### config.mk
export PLATFORM = sky130hd
export DESIGN_NAME = ifu_blend
export DESIGN_NICKNAME = d
export VERILOG_FILES = /design/src/rtl/core/integer_factor_image_upsampler_core_assert.svh /design/src/rtl/core/ifu_pkg.sv /design/src/rtl/core/ifu_blend.sv
export SDC_FILE = /design/constraint.sdc
export NUM_CORES = 1
export LEC_CHECK = 0
export BUFFER_PORTS_ARGS = -buffer_cell sky130_fd_sc_hd__buf_4
export CAP_MARGIN = 30
export CORE_MARGIN = 5
export CORE_UTILIZATION = 42
export DETAILED_ROUTE_END_ITERATION = 8
export MAX_ROUTING_LAYER = met4
export PLACE_DENSITY_LB_ADDON = 0.05
export SETUP_SLACK_MARGIN = 0.05
export SLEW_MARGIN = 40
export SYNTH_ARGS = -nofsm -noshare
export SYNTH_HDL_FRONTEND = slang
export SYNTH_SLANG_ARGS = --single-unit
### constraint.sdc
create_clock -name clk -period 6.7 [get_ports clk]
set_input_delay 0.335 -clock clk [delete_from_list [all_inputs] [get_ports clk]]
set_output_delay 0.335 -clock clk [all_outputs]
set_load 0.02 [all_outputs]
### src/rtl/core/integer_factor_image_upsampler_core_assert.svh
// Assertion helpers for the upsampler core. Both sample on clk and stay off in reset.
`ifndef INTEGER_FACTOR_IMAGE_UPSAMPLER_CORE_ASSERT_SVH
`define INTEGER_FACTOR_IMAGE_UPSAMPLER_CORE_ASSERT_SVH

// Check a consequence in the same cycle.
`define IFU_ASSERT_NOW(lbl, ante, cons, msg) \
	lbl: assert property (@(posedge clk) disable iff (!arst_n) (ante) |-> (cons)) \
		else $error(msg);

// Check a consequence in the next cycle.
`define IFU_ASSERT_NEXT(lbl, ante, cons, msg) \
	lbl: assert property (@(posedge clk) disable iff (!arst_n) (ante) |=> (cons)) \
		else $error(msg);

`endif

### src/rtl/core/ifu_pkg.sv
package ifu_pkg;

	localparam int PIX_W     = 16;
	localparam int MAX_SCALE = 8;
	// Reciprocal divide: q = (x * recip(d)) >> RECIP_SH, exact for x < 2**23
	localparam int RECIP_SH  = 27;
	localparam int RECIP_W   = 28;
	localparam int NUM_W     = 11;
	localparam int DIV_W     = 5;
	localparam int ACC_W     = 26;

	typedef enum logic {
		CMD_WRITE = 1'b0,
		CMD_READ  = 1'b1
	} cmd_t;

	typedef enum logic [2:0] {
		REG_MODE      = 3'd0,
		REG_SCALE_Y   = 3'd1,
		REG_SCALE_X   = 3'd2,
		REG_IN_HEIGHT = 3'd3,
		REG_IN_WIDTH  = 3'd4
	} reg_idx_t;

	typedef struct packed {
		cmd_t                    cmd;
		logic [8:0]              row;
		logic [8:0]              col;
		logic signed [PIX_W-1:0] pixel_in;
	} req_t;

	typedef struct packed {
		logic signed [PIX_W-1:0] pixel_out;
		logic                    status;
	} rsp_t;

	// First tap, tap validity and weights of one axis
	typedef struct packed {
		logic signed [NUM_W-1:0] t0;
		logic                    v0;
		logic                    v1;
		logic [DIV_W-1:0]        w0;
		logic [DIV_W-1:0]        w1;
	} tap_t;

	// ceil(2**27 / d) for divisors 1 to 16
	function automatic logic [RECIP_W-1:0] recip(input logic [DIV_W-1:0] d);
		logic [RECIP_W-1:0] r;
		case (d)
			5'd1:    r = 28'd134217728;
			5'd2:    r = 28'd67108864;
			5'd3:    r = 28'd44739243;
			5'd4:    r = 28'd33554432;
			5'd5:    r = 28'd26843546;
			5'd6:    r = 28'd22369622;
			5'd7:    r = 28'd19173962;
			5'd8:    r = 28'd16777216;
			5'd9:    r = 28'd14913081;
			5'd10:   r = 28'd13421773;
			5'd11:   r = 28'd12201612;
			5'd12:   r = 28'd11184811;
			5'd13:   r = 28'd10324441;
			5'd14:   r = 28'd9586981;
			5'd15:   r = 28'd8947849;
			5'd16:   r = 28'd8388608;
			default: r = 28'd134217728;
		endcase
		return r;
	endfunction

endpackage

### src/rtl/core/ifu_blend.sv
module ifu_blend (
	input  logic                              clk,
	input  logic                              en,
	input  logic [3:0][ifu_pkg::PIX_W-1:0]    rd,
	input  ifu_pkg::tap_t                     ty,
	input  ifu_pkg::tap_t                     tx,
	output logic signed [ifu_pkg::ACC_W-1:0]  acc
);
	import ifu_pkg::*;

	localparam int HW = PIX_W + DIV_W + 2;

	logic signed [PIX_W-1:0] p [2][2];
	logic signed [HW-1:0]    h_n [2];
	logic signed [HW-1:0]    h_s5 [2];
	logic [DIV_W-1:0]        wy0_s5;
	logic [DIV_W-1:0]        wy1_s5;
	logic signed [ACC_W-1:0] acc_s6;

	// Route banks to window taps, zero taps outside the plane
	always_comb begin
		for (int a = 0; a < 2; a++) begin
			for (int b = 0; b < 2; b++) begin
				logic [1:0] sel;
				logic       ok;
				sel = {ty.t0[0] ^ a[0], tx.t0[0] ^ b[0]};
				ok  = (a[0] ? ty.v1 : ty.v0) && (b[0] ? tx.v1 : tx.v0);
				p[a][b] = ok ? $signed(rd[sel]) : '0;
			end
			h_n[a] = HW'(p[a][0]) * HW'($signed({1'b0, tx.w0}))
				+ HW'(p[a][1]) * HW'($signed({1'b0, tx.w1}));
		end
	end

	// Horizontal blend
	always_ff @(posedge clk) begin
		if (en) begin
			h_s5[0] <= h_n[0];
			h_s5[1] <= h_n[1];
			wy0_s5  <= ty.w0;
			wy1_s5  <= ty.w1;
		end
	end

	// Vertical blend
	always_ff @(posedge clk) begin
		if (en) begin
			acc_s6 <= ACC_W'(h_s5[0]) * ACC_W'($signed({1'b0, wy0_s5}))
				+ ACC_W'(h_s5[1]) * ACC_W'($signed({1'b0, wy1_s5}));
		end
	end

	assign acc = acc_s6;

endmodule

==> impl_metrics.yaml <==
worst_setup_path:
  crit_type: "reg2reg"
  path_delay_family: "adder cells"
  crit_path_start_kind: "register"
  slowest_delay_ns: 0.65
  crit_path_cell_trace: "and2_1 > fa_1 > inv_1 > fa_1 > inv_1 > fa_1 > fa_1 > inv_1 > fa_1 > inv_1 > ha_1 > a2111oi_4 > o21ai_1 > a311oi_2 > o221ai_1 > a311oi_1 > a21oi_1 > nor2_1 > xnor2_1"
  path_depth: 19
  end_kind: "register"
  cp.arrival_ns: 6.37
  path_buf_inv: 4
  crit_fanout: 14
  crit_path_frequent_cell: "fa_1"
  rr_worst_depth: 19
  crit_path_top_delay_cell: "edfxtp_1"
  cp.required_ns: 6.83
routing:
  viasPerCell: 4.87
  drcViolationCount: 0
  routedWlPerCell_um: 16.1
  drt_iter0_drc: 472
  vias: 15700
  wirelength_um: 51900
  ant_nets: 0
  dr.pass1.iters: 5
die:
  die_w_um: 246
  die_area_mm2: 0.0606
  core_mm2: 0.0552
  start_util: 0.424
  die_y_um: 246
  io_pins: 138
  std_cell_rows: 86
placed_design:
  portBuffers: 117
  place_ws_ns: 0.178
  dp_hpwl_um: 45400
  place.gp.congestion: 0.821
  place_area_mm2: 0.0252
final_layout:
  area_growth_pct: 8.79
  final_area_mm2: 0.0255
  insertedDiodeCount: 0
  seqCellArea_mm2: 0.00246
  finalNetCount: 3254
  nFillCells: 5381
  utilization: 0.462
  multi_input_area_mm2: 0.0185
  drive_gt1_frac: 0.0948
clock_network:
  clock-root-buffer: "clkbuf_16"
  hold_buffers: 0
  cts_buffers: 9
  cts_tree: "yes"
  post_cts_resize_count: 0
  htreeDepth: 3
  path_clk_slew_ns: 0.08
  cts_max_path_buffers: 2
  clock-sinks: 82
  clk_latency_ns: 0.37
global_routing:
  antenna_found_initial: 1
  grt_overflow: 0
  grt_max_degree: 58
  grt_pass1_vias: 17500
  grt_pass1_wl_um: 88300
  grt_usage: 0.185
synth:
  ys_top_cells_by_area: "fa_1, ha_1, edfxtp_1, inv_1, and2_1"
  ys.flop_type: "edfxtp_1"
  yosysMostFrequentCell: "inv_1"
  synthesis.area_mm2: 0.0234
  yosysTopAreaCell: "fa_1"
  yosysTopAreaCellShare: 0.384
  netlist_instances: 2392
  ys_ff_latch: 82
  avgSynthCellArea_um2: 9.79
  syn_nets: 3171
  synthDistinctLibCells: 55
  synth-async-reset-ratio: 0
  yosysWarnings: 0
  synth_edf_count: 82
  seq_area_frac_synth: 0.105
  synthTopCellsByCount: "inv_1, fa_1, and2_1"
sta:
  fmax_ghz: 0.160
  hold_viol: 0
  rsz0062_at_grt: "false"
  period_needed_ns: 6.24
  tightest_slew_ns: 0.791
  setup_ws_ns: 0.460
  fin_skew_ns: 0.0196
  final.period_utilization: 0.931
  tns_ns: 0
  drv_slew: 0
  max_slew_margin: 0.472
  setup_viol: 0
run:
  cap_violations: 0
status:
  outcome: "complete, no violations"
hold_path:
  hp-class: "in2reg"
  worst_hold_path.num_cells: 1
## layout by cell type (no fill, tap or decap), types with 2 or more instances in the layout
master	synthesis	routed
nor2b_1	4	4
nand2b_1	5	5
xor2_1	14	14
inv_6	0	2
nand3b_1	2	2
and2_1	313	313
buf_4	0	145
o31a_1	2	2
inv_1	564	564
ha_1	218	218
xnor2_1	65	65
nor2_1	36	36
and3_1	68	68
a311o_1	2	2
edfxtp_1	82	82
a21o_1	23	23
clkbuf_16	0	9
a311oi_1	3	3
nor3_1	10	10
nand3_1	7	7
mux4_2	64	64
o21ai_0	27	27
fa_1	449	449
nand4_1	2	2
o21ai_1	2	2
a31oi_1	6	6
o21bai_1	5	5
nand2_1	261	261
a21oi_1	40	40
a41oi_1	2	2
clkinvlp_4	0	3
o21a_1	13	13
buf_12	0	2
a211oi_1	4	4
## kinds of logic after synthesis
group | share of synthesized area
compound gates | 0.0423
mux | 0.0616
fa+ha+maj | 0.500
simple gates | 0.158
xor+xnor | 0.0295
flops | 0.105
buf+inv | 0.103
## layer usage
metal | up-vias | track usage | routed length [um]
met3 | 11 | 0.0168 | 1250
met1 | 8027 | 0.243 | 24000
met5 | - | - | 0
li1 | 7524 | - | -
met4 | 0 | 0.0217 | 231
met2 | 168 | 0.324 | 26500
## final cells by class
cell class	count	area share
inverter	564	0.0831
tap	748	0.0367
timing repair buffer	148	0.0447
clock inverter	6	0.00192
sequential	82	0.0967
multi-input combinational	1670	0.728
clock buffer	10	0.00899
## worst reg2reg max path, stage by stage (launching register included)
cell	delay (ns)
edfxtp_1	0.65
and2_1	0.28
fa_1	0.49
inv_1	0.06
fa_1	0.53
inv_1	0.05
fa_1	0.40
fa_1	0.51
inv_1	0.05
fa_1	0.47
inv_1	0.04
ha_1	0.37
a2111oi_4	0.40
o21ai_1	0.21
a311oi_2	0.39
o221ai_1	0.25
a311oi_1	0.49
a21oi_1	0.13
nor2_1	0.15
xnor2_1	0.08
## state kept, by name, indices dropped and copies added (netlist names)
name,count
h_s5,46
acc,26
wy0_s5,5
wy1_s5,5
## path summary, 6_finish.rpt
check | startpoint | end | slack (ns)
min | ty[7] | wy0_s5[2]$_DFFE_PP_ | 0.13
max | wy1_s5[2]$_DFFE_PP_ | acc[25]$_DFFE_PP_ | 0.46
min reg2reg | h_s5[0][23]$_DFFE_PP_ | acc[0]$_DFFE_PP_ | 0.76
max reg2reg | wy1_s5[2]$_DFFE_PP_ | acc[25]$_DFFE_PP_ | 0.46
## what timing repair did
item,4_1_cts,5_1_grt
setup endpoints to repair,0,1
endpoints found under the hold margin,0,0
buffers inserted,0,1
## stage by stage
stage,cells,hold slack (ns)
finish,3228,0.132
global route,3228,0.104
CTS,3226,0.105
detailed placement,3210,0.515
global placement,3210,0.514
floorplan,2392,0.434
Power is not shown: default switching activity piles up to over one toggle a cycle in this logic, so the estimate is an artifact.
